File: src/rtl/tpwqs_pkg.sv
// Shared types and codes of the timer pool and work queue scheduler.
package tpwqs_pkg;

  localparam int TIMER_SLOTS_DEF = 8;
  localparam int WORK_DEPTH_DEF  = 16;

  localparam int OP_W   = 3;
  localparam int TIME_W = 32;
  localparam int TAG_W  = 16;
  localparam int TID_W  = 3;
  localparam int OUTC_W = 2;
  localparam int SEQ_W  = 8;

  typedef enum logic [OP_W-1:0] {
    OP_TICK      = 3'd0,
    OP_START_REL = 3'd1,
    OP_START_ABS = 3'd2,
    OP_POST      = 3'd3,
    OP_RUN       = 3'd4,
    OP_CANCEL    = 3'd5
  } op_e;

  typedef enum logic [OUTC_W-1:0] {
    OUTC_DONE  = 2'd0,
    OUTC_FIRED = 2'd1,
    OUTC_WORK  = 2'd2,
    OUTC_ERROR = 2'd3
  } outcome_e;

  // One timer slot entry as stored in the slot memory.
  typedef struct packed {
    logic [TIME_W-1:0] deadline;
    logic [TAG_W-1:0]  tag;
    logic [SEQ_W-1:0]  order;
  } slot_t;

endpackage

File: src/rtl/tpwqs_if.sv
// Valid/ready channel interfaces for scheduler operations and results.
interface tpwqs_in_if;
  logic                        valid;
  logic                        ready;
  logic [tpwqs_pkg::OP_W-1:0]   operation;
  logic [tpwqs_pkg::TIME_W-1:0] time_value;
  logic [tpwqs_pkg::TAG_W-1:0]  action_tag;
  logic [tpwqs_pkg::TID_W-1:0]  timer_id;

  modport source (output valid, output operation, output time_value, output action_tag,
                  output timer_id, input ready);
  modport sink (input valid, input operation, input time_value, input action_tag,
                input timer_id, output ready);
endinterface

interface tpwqs_out_if;
  logic                         valid;
  logic                         ready;
  logic [tpwqs_pkg::OUTC_W-1:0] outcome;
  logic [tpwqs_pkg::TAG_W-1:0]  result_tag;
  logic [tpwqs_pkg::TID_W-1:0]  result_timer;
  logic [tpwqs_pkg::TIME_W-1:0] current_time;

  modport source (output valid, output outcome, output result_tag, output result_timer,
                  output current_time, input ready);
  modport sink (input valid, input outcome, input result_tag, input result_timer,
                input current_time, output ready);
endinterface

File: src/rtl/timer_pool_work_queue_scheduler.sv
// Top level: timer slot pool, idle slot FIFO and work FIFO scheduler.
//
// One operation transaction in, one result transaction out. Operations are
// handled one at a time. Run-one walks the slot memory one entry per cycle
// to find the earliest-started expired timer, and pops the work FIFO when
// none has expired and work is waiting. A finished result sits in an output
// register, so the next operation is taken while it waits. Slot data, the
// idle slot FIFO and the work FIFO live in synchronous memories; active
// flags and per-entry "written" bits of the idle FIFO are flip-flops.
module timer_pool_work_queue_scheduler #(
  parameter int TIMER_SLOTS = tpwqs_pkg::TIMER_SLOTS_DEF,
  parameter int WORK_DEPTH  = tpwqs_pkg::WORK_DEPTH_DEF
) (
  input  logic        clk_i,
  input  logic        rst_ni,
  tpwqs_in_if.sink    in_i,
  tpwqs_out_if.source out_o
);

  localparam int SW  = (TIMER_SLOTS > 1) ? $clog2(TIMER_SLOTS) : 1;
  localparam int SCW = $clog2(TIMER_SLOTS + 1);
  localparam int WW  = (WORK_DEPTH > 1) ? $clog2(WORK_DEPTH) : 1;
  localparam int WCW = $clog2(WORK_DEPTH + 1);
  localparam int TW  = tpwqs_pkg::TIME_W;
  localparam int GW  = tpwqs_pkg::TAG_W;
  localparam int QW  = tpwqs_pkg::SEQ_W;

  localparam logic [2:0] ST_IDLE  = 3'd0;
  localparam logic [2:0] ST_START = 3'd1;
  localparam logic [2:0] ST_SCAN  = 3'd2;
  localparam logic [2:0] ST_DEC   = 3'd3;
  localparam logic [2:0] ST_WORK  = 3'd4;
  localparam logic [2:0] ST_FIN   = 3'd5;

  logic [2:0]             state_q;
  logic [TW-1:0]          tick_q;
  logic [QW-1:0]          seq_q;
  logic [TIMER_SLOTS-1:0] active_q;
  logic [TIMER_SLOTS-1:0] idle_wr_q;
  logic [SW-1:0]          idle_head_q;
  logic [SCW-1:0]         idle_cnt_q;
  logic [WW-1:0]          work_head_q;
  logic [WCW-1:0]         work_cnt_q;
  logic [SCW-1:0]         scan_q;
  logic [SW-1:0]          rd_idx_q;
  logic                   found_q;
  logic [SW-1:0]          best_q;
  logic [QW-1:0]          best_age_q;
  logic [GW-1:0]          best_tag_q;
  logic [TW-1:0]          deadline_q;
  logic [GW-1:0]          tag_q;
  logic [1:0]             res_outc_q;
  logic [GW-1:0]          res_tag_q;
  logic [2:0]             res_timer_q;
  logic                   out_valid_q;
  logic [1:0]             out_outc_q;
  logic [GW-1:0]          out_tag_q;
  logic [2:0]             out_timer_q;
  logic [TW-1:0]          out_time_q;

  // memories
  tpwqs_pkg::slot_t slot_mem [TIMER_SLOTS];
  logic [SW-1:0]    idle_mem [TIMER_SLOTS];
  logic [GW-1:0]    work_mem [WORK_DEPTH];
  tpwqs_pkg::slot_t slot_rd_q;
  logic [SW-1:0]    idle_rd_q;
  logic [GW-1:0]    work_rd_q;

  logic           accept;
  logic           push_en;
  logic [SW-1:0]  push_slot;
  logic [SW-1:0]  idle_tail;
  logic [SCW:0]   idle_sum;
  logic [WW-1:0]  work_tail;
  logic [WCW:0]   work_sum;
  logic           post_en;
  logic [SW-1:0]  cid;
  logic           cancel_ok;
  logic [SW-1:0]  start_slot;
  logic [QW-1:0]  age;
  logic           expired;
  logic           out_free;

  assign accept   = in_i.valid && in_i.ready;
  assign in_i.ready = (state_q == ST_IDLE);
  assign out_free = !out_valid_q || out_o.ready;

  assign idle_sum  = (SCW+1)'(idle_head_q) + (SCW+1)'(idle_cnt_q);
  assign idle_tail = (idle_sum >= (SCW+1)'(TIMER_SLOTS)) ?
                     SW'(idle_sum - (SCW+1)'(TIMER_SLOTS)) : SW'(idle_sum);
  assign work_sum  = (WCW+1)'(work_head_q) + (WCW+1)'(work_cnt_q);
  assign work_tail = (work_sum >= (WCW+1)'(WORK_DEPTH)) ?
                     WW'(work_sum - (WCW+1)'(WORK_DEPTH)) : WW'(work_sum);

  assign cid       = SW'(in_i.timer_id);
  assign cancel_ok = (32'(in_i.timer_id) < TIMER_SLOTS) && active_q[cid];
  // an idle entry never written is not reset; its own index is used in its place
  assign start_slot = idle_wr_q[idle_head_q] ? idle_rd_q : idle_head_q;

  assign age     = seq_q - slot_rd_q.order;
  assign expired = active_q[rd_idx_q] && (slot_rd_q.deadline < tick_q);

  always_comb begin
    push_en   = 1'b0;
    push_slot = cid;
    post_en   = 1'b0;
    if (accept && in_i.operation == tpwqs_pkg::OP_CANCEL && cancel_ok) begin
      push_en = 1'b1;
    end else if (state_q == ST_DEC && found_q) begin
      push_en   = 1'b1;
      push_slot = best_q;
    end
    if (accept && in_i.operation == tpwqs_pkg::OP_POST &&
        32'(work_cnt_q) < WORK_DEPTH) begin
      post_en = 1'b1;
    end
  end

  always_ff @(posedge clk_i) begin
    if (state_q == ST_START) begin
      slot_mem[start_slot] <= '{deadline: deadline_q, tag: tag_q, order: seq_q};
    end
    slot_rd_q <= slot_mem[scan_q[SW-1:0]];
    rd_idx_q  <= scan_q[SW-1:0];
  end

  always_ff @(posedge clk_i) begin
    if (push_en) begin
      idle_mem[idle_tail] <= push_slot;
    end
    idle_rd_q <= idle_mem[idle_head_q];
  end

  always_ff @(posedge clk_i) begin
    if (post_en) begin
      work_mem[work_tail] <= in_i.action_tag;
    end
    work_rd_q <= work_mem[work_head_q];
  end

  always_ff @(posedge clk_i or negedge rst_ni) begin
    if (!rst_ni) begin
      idle_wr_q <= '0;
    end else if (push_en) begin
      idle_wr_q[idle_tail] <= 1'b1;
    end
  end

  always_ff @(posedge clk_i or negedge rst_ni) begin
    if (!rst_ni) begin
      state_q     <= ST_IDLE;
      tick_q      <= '0;
      seq_q       <= '0;
      active_q    <= '0;
      idle_head_q <= '0;
      idle_cnt_q  <= SCW'(TIMER_SLOTS);
      work_head_q <= '0;
      work_cnt_q  <= '0;
      scan_q      <= '0;
      found_q     <= 1'b0;
      out_valid_q <= 1'b0;
    end else begin
      if (out_valid_q && out_o.ready) begin
        out_valid_q <= 1'b0;
      end
      if (push_en) begin
        active_q[push_slot] <= 1'b0;
        idle_cnt_q <= idle_cnt_q + 1'b1;
      end
      if (post_en) begin
        work_cnt_q <= work_cnt_q + 1'b1;
      end
      case (state_q)
        ST_IDLE: begin
          if (accept) begin
            res_outc_q  <= tpwqs_pkg::OUTC_DONE;
            res_tag_q   <= '0;
            res_timer_q <= '0;
            state_q     <= ST_FIN;
            case (in_i.operation)
              tpwqs_pkg::OP_TICK: begin
                tick_q <= tick_q + 1'b1;
              end
              tpwqs_pkg::OP_START_REL, tpwqs_pkg::OP_START_ABS: begin
                if (idle_cnt_q == '0) begin
                  res_outc_q <= tpwqs_pkg::OUTC_ERROR;
                end else begin
                  deadline_q <= (in_i.operation == tpwqs_pkg::OP_START_REL) ?
                                tick_q + in_i.time_value : in_i.time_value;
                  tag_q      <= in_i.action_tag;
                  state_q    <= ST_START;
                end
              end
              tpwqs_pkg::OP_POST: begin
                if (!post_en) begin
                  res_outc_q <= tpwqs_pkg::OUTC_ERROR;
                end
              end
              tpwqs_pkg::OP_RUN: begin
                scan_q  <= '0;
                found_q <= 1'b0;
                state_q <= ST_SCAN;
              end
              tpwqs_pkg::OP_CANCEL: begin
                if (!cancel_ok) begin
                  res_outc_q <= tpwqs_pkg::OUTC_ERROR;
                end
              end
              default: begin
                res_outc_q <= tpwqs_pkg::OUTC_ERROR;
              end
            endcase
          end
        end
        ST_START: begin
          active_q[start_slot] <= 1'b1;
          idle_head_q <= (32'(idle_head_q) == TIMER_SLOTS - 1) ? '0 : idle_head_q + 1'b1;
          idle_cnt_q  <= idle_cnt_q - 1'b1;
          seq_q       <= seq_q + 1'b1;
          res_timer_q <= 3'(start_slot);
          state_q     <= ST_FIN;
        end
        ST_SCAN: begin
          // read of entry scan_q issued now, entry rd_idx_q evaluated
          if (scan_q != '0 && expired && (!found_q || age > best_age_q)) begin
            found_q    <= 1'b1;
            best_q     <= rd_idx_q;
            best_age_q <= age;
            best_tag_q <= slot_rd_q.tag;
          end
          if (32'(scan_q) == TIMER_SLOTS) begin
            state_q <= ST_DEC;
          end else begin
            scan_q <= scan_q + 1'b1;
          end
        end
        ST_DEC: begin
          if (found_q) begin
            res_outc_q  <= tpwqs_pkg::OUTC_FIRED;
            res_tag_q   <= best_tag_q;
            res_timer_q <= 3'(best_q);
            state_q     <= ST_FIN;
          end else if (work_cnt_q != '0) begin
            state_q <= ST_WORK;
          end else begin
            state_q <= ST_FIN;
          end
        end
        ST_WORK: begin
          res_outc_q  <= tpwqs_pkg::OUTC_WORK;
          res_tag_q   <= work_rd_q;
          work_head_q <= (32'(work_head_q) == WORK_DEPTH - 1) ? '0 : work_head_q + 1'b1;
          work_cnt_q  <= work_cnt_q - 1'b1;
          state_q     <= ST_FIN;
        end
        ST_FIN: begin
          if (out_free) begin
            out_valid_q <= 1'b1;
            out_outc_q  <= res_outc_q;
            out_tag_q   <= res_tag_q;
            out_timer_q <= res_timer_q;
            out_time_q  <= tick_q;
            state_q     <= ST_IDLE;
          end
        end
        default: begin
          state_q <= ST_IDLE;
        end
      endcase
    end
  end

  assign out_o.valid        = out_valid_q;
  assign out_o.outcome      = out_outc_q;
  assign out_o.result_tag   = out_tag_q;
  assign out_o.result_timer = out_timer_q;
  assign out_o.current_time = out_time_q;

`ifndef SYNTHESIS
  // every slot is either active or waiting in the idle FIFO
  a_slot_conserve: assert property (@(posedge clk_i) disable iff (!rst_ni)
    ($countones(active_q) + 32'(idle_cnt_q)) == TIMER_SLOTS)
    else $error("slot pool lost or duplicated a slot");

  a_work_bound: assert property (@(posedge clk_i) disable iff (!rst_ni)
    32'(work_cnt_q) <= WORK_DEPTH)
    else $error("work FIFO overfilled");

  a_one_at_a_time: assert property (@(posedge clk_i) disable iff (!rst_ni)
    accept |=> !in_i.ready)
    else $error("operation accepted while another is in flight");
`endif

endmodule
File: src/flat_wrapper.sv
// flat-port wrapper written by rule: the top's interface ports become plain ports
module timer_pool_work_queue_scheduler_flat 
#(
  parameter int TIMER_SLOTS = tpwqs_pkg::TIMER_SLOTS_DEF,
  parameter int WORK_DEPTH  = tpwqs_pkg::WORK_DEPTH_DEF
)
  (clk_i, rst_ni, in_i_valid, in_i_operation, in_i_time_value, in_i_action_tag, in_i_timer_id, in_i_ready, out_o_valid, out_o_outcome, out_o_result_tag, out_o_result_timer, out_o_current_time, out_o_ready);
  tpwqs_in_if in_i_i ();
  tpwqs_out_if out_o_i ();
  input  logic clk_i;
  input  logic rst_ni;
  input wire logic [$bits(in_i_i.valid)-1:0] in_i_valid;
  input wire logic [$bits(in_i_i.operation)-1:0] in_i_operation;
  input wire logic [$bits(in_i_i.time_value)-1:0] in_i_time_value;
  input wire logic [$bits(in_i_i.action_tag)-1:0] in_i_action_tag;
  input wire logic [$bits(in_i_i.timer_id)-1:0] in_i_timer_id;
  output wire logic [$bits(in_i_i.ready)-1:0] in_i_ready;
  output wire logic [$bits(out_o_i.valid)-1:0] out_o_valid;
  output wire logic [$bits(out_o_i.outcome)-1:0] out_o_outcome;
  output wire logic [$bits(out_o_i.result_tag)-1:0] out_o_result_tag;
  output wire logic [$bits(out_o_i.result_timer)-1:0] out_o_result_timer;
  output wire logic [$bits(out_o_i.current_time)-1:0] out_o_current_time;
  input wire logic [$bits(out_o_i.ready)-1:0] out_o_ready;
  assign in_i_i.valid = in_i_valid;
  assign in_i_i.operation = in_i_operation;
  assign in_i_i.time_value = in_i_time_value;
  assign in_i_i.action_tag = in_i_action_tag;
  assign in_i_i.timer_id = in_i_timer_id;
  assign in_i_ready = in_i_i.ready;
  assign out_o_valid = out_o_i.valid;
  assign out_o_outcome = out_o_i.outcome;
  assign out_o_result_tag = out_o_i.result_tag;
  assign out_o_result_timer = out_o_i.result_timer;
  assign out_o_current_time = out_o_i.current_time;
  assign out_o_i.ready = out_o_ready;
  timer_pool_work_queue_scheduler #(.TIMER_SLOTS(TIMER_SLOTS), .WORK_DEPTH(WORK_DEPTH)) u_core (.clk_i(clk_i), .rst_ni(rst_ni), .in_i(in_i_i), .out_o(out_o_i));
endmodule
File: config.mk
export PLATFORM = sky130hd
export DESIGN_NAME = timer_pool_work_queue_scheduler_flat
export DESIGN_NICKNAME = d
export VERILOG_FILES = /design/src/rtl/tpwqs_pkg.sv /design/src/rtl/tpwqs_if.sv /design/src/rtl/timer_pool_work_queue_scheduler.sv /design/src/flat_wrapper.sv
export SDC_FILE = /design/constraint.sdc
export NUM_CORES = 1
export LEC_CHECK = 0
export BUFFER_PORTS_ARGS = -buffer_cell sky130_fd_sc_hd__clkbuf_2
export CORE_MARGIN = 2
export CORE_UTILIZATION = 56
export DETAILED_ROUTE_END_ITERATION = 6
export PLACE_DENSITY = 0.82
export SLEW_MARGIN = 30
export SYNTH_ARGS = -nofsm -noshare
export SYNTH_HDL_FRONTEND = slang
export SYNTH_SLANG_ARGS = --single-unit
File: constraint.sdc
create_clock -name clk_i -period 7.3 [get_ports clk_i]
set_clock_uncertainty 0.1 [all_clocks]
set_input_delay 1.46 -clock clk_i [delete_from_list [all_inputs] [get_ports clk_i]]
set_output_delay 1.46 -clock clk_i [all_outputs]
set_load 0.005 [all_outputs]
==> impl_metrics.csv <==
group,metric,value,unit
logic_synthesis,syn_area,41140,µm²
global_routing,grt_util_all_layers,24.20,%
floorplan,core_area,72830,µm²
floorplan,fp.dieH,275.0,µm
clock_tree,clock-sinks,1036,
placement,placed_area,43000,µm²
logic_synthesis,synthCells,2234,
finish,areaGrowthSynthToFinish,12.67,%
clock_tree,hold_buffers,0,
power_and_ir_drop,powerDensity,374.3,nW/µm²
placement,hpwl,52410,µm
logic_synthesis,synth_nets,2391,
timing,period_minus_slack,4341,ps
placement,dp_slack,2741,ps
logic_synthesis,synth_ff_type,"edfxtp_1",
worst_setup_path,required,7480,ps
timing,slew_headroom,37.68,%
power_and_ir_drop,power,0.01735,W
clock_tree,cts-root-buf,"clkbuf_16",
timing,slew_viol_final,0,
finish,fin_area,46350,µm²
detailed_routing,routedWlPerCell,25.90,µm
clock_tree,cts_buffers,99,
timing,tns,0,ps
timing,rsz0062_at_grt,"false",
global_routing,grt_max_degree,71,
floorplan,num_io_pins,113,
logic_synthesis,synth_edf_count,877,
finish,nFillCells,4700,
logic_synthesis,ys_seq_area_share,72.74,%
finish,final_common_cell,"edfxtp_1",
clock_tree,cts-htree-levels,3,
detailed_routing,drt_iter0_markers,2234,
logic_synthesis,synth_seq_cells,1036,
worst_setup_path,path_max_fanout,38,
logic_synthesis,synth_cell_types,76,
power_and_ir_drop,max-vdd-ir-drop,226.4,µV
placement,place_congestion,0.9259,
detailed_routing,vias,21480,
timing,hold_viol,0,
clock_tree,cts-resized-gates,0,
global_routing,grt_pass1_wl,135500,µm
logic_synthesis,synth_top_area_cell,"edfxtp_1",
global_routing,grt_pass1_vias,22130,
logic_synthesis,synth_top_area_share,64.02,%
logic_synthesis,yosys_warnings,0,
worst_setup_path,reg2reg_slack,2960,ps
finish,final_cell_mix,"edfxtp_1 (877), mux4_2 (204), nand2_1 (120), clkbuf_2 (111), clkbuf_16 (100)",
floorplan,die_w,275.0,µm
timing,clock.fmax,0.2304,GHz
placement,io_buffers,112,
logic_synthesis,avgSynthCellArea,18.41,µm²
worst_setup_path,start_kind,"flip-flop",
worst_setup_path,endpoint_kind,"flip-flop",
worst_setup_path,arrival,4530,ps
hold_path,hp-class,"reg -> reg",
floorplan,start_util,56.48,%
timing,max_slew.worst_pin.slew,923.1,ps
logic_synthesis,async_reset_ff_share,7.819,%
global_routing,overflow,0,
floorplan,die_area,75640,µm²
clock_tree,worstSkewPairLatency,660,ps
detailed_routing,routed_wl,89460,µm
run_status,status,"completed",
flow_run,cap_violations,0,
global_routing,antenna_found_initial,3,
worst_setup_path,critPathKind,"reg -> reg",
detailed_routing,final_antenna_net_count,0,
detailed_routing,drc,0,
detailed_routing,drtPass1Iterations,7,
timing,fin_crit_sh,59.47,%
clock_tree,cts_tree,"yes",
clock_tree,cts_buffer_depth,3,
finish,drive_gt1_share,24.44,%
floorplan,rows,99,
power_and_ir_drop,leakagePower,15.86,nW
detailed_routing,vias_per_cell,6.219,
logic_synthesis,synthTopCellsByArea,"edfxtp_1 (64%), mux4_2 (11%), dfrtp_1 (4.9%)",
finish,nets,2563,
clock_tree,clk_pin_slew,60,ps
timing,worst_slack,2959,ps
timing,setup_violations,0,
clock_tree,post-cts-setup-buffers,0,
cell families after synthesis:
kind of cell | synth area share (%)
flops | 72.74
simple gates | 4.225
mux | 12.96
compound gates | 3.793
buf+inv | 1.439
fa+ha+maj | 3.121
xor+xnor | 1.725
worst max-delay path, cell delays in order (launching register included):
cell and delay, ps:
dfrtp_1 780, mux4_2 620, mux2i_1 290, mux2i_1 160, nand2b_1 460, nor2_4 790, buf_4 710
layout make-up:
| type | instances | area [µm²] | area share (%) |
|---|---|---|---|
| Antenna cell | 3 | 7.507 | 0.01620 |
| Clock buffer | 125 | 2656 | 5.731 |
| Clock inverter | 62 | 648.1 | 1.398 |
| Inverter | 71 | 266.5 | 0.5750 |
| Multi-Input combinational cell | 1045 | 10710 | 23.10 |
| Sequential cell | 1036 | 29940 | 64.60 |
| Tap cell | 959 | 1200 | 2.589 |
| Timing Repair Buffer | 153 | 922.1 | 1.990 |
state kept, by name, summed over array words and instances, names as in the netlist, 24 cells and up:
signal / count
u_core.deadline_q: 32
u_core.idle_mem: 24
u_core.out_o.current_time: 32
u_core.slot_mem: 448
u_core.slot_rd_q: 56
u_core.tick_q: 32
u_core.work_mem: 256
path summary, 6_finish.rpt:
check / from / endpoint / depth (start not counted)
worst max register to register: u_core.idle_head_q[0] / u_core.slot_mem[3][54] / 6
worst max-delay path: u_core.idle_head_q[0] / u_core.slot_mem[3][54] / 6
min in group asynchronous: rst_ni / u_core.scan_q[0] / 1
worst min-delay path: u_core.slot_rd_q[11] / u_core.best_tag_q[3] / 0
max in group asynchronous: rst_ni / u_core.tick_q[9] / 2
worst min register to register: u_core.slot_rd_q[11] / u_core.best_tag_q[3] / 0
metrics by stage:
step                instances  utilization (%)  hold WS, ps
detailed placement       3263            59.04        290.4
global route             3453            63.63        307.6
CTS                      3450            63.58        302.5
global placement         3262            58.99        287.0
floorplan                2234                -        245.4
finish                   3454            63.64        296.5
cells in the mapped netlist (8+ instances only):
cell	count
edfxtp_1	877
mux4_2	204
nand2_1	120
ha_1	93
o21ai_0	84
dfrtp_1	80
dfxtp_1	78
nor2_1	74
inv_1	70
mux2_2	60
xnor2_1	59
clkbuf_1	58
a21oi_1	46
nand4_1	27
a21o_1	24
nand3_1	22
xor2_1	22
nand2b_1	21
nor3_1	20
a22o_1	18
buf_1	17
o21a_1	12
and3_1	11
or2_2	10
o31ai_1	8
or3_1	8
layer usage:
layer  part of all wire (%)  GRT usage, %
met1                     38         31.93
met2                     51         40.61
met3                    7.7         4.591
met4                    3.3         8.649
met5                      0             0
report_power, final:
group	switching [W]	leakage, nW	internal (W)
registers	0.000631	9.53	0.00743
clock network	0.00217	1.61	0.00301
logic	0.00215	4.71	0.00196
total	0.00496	15.9	0.0124
Note: power is estimated with default switching activity, not from simulation.
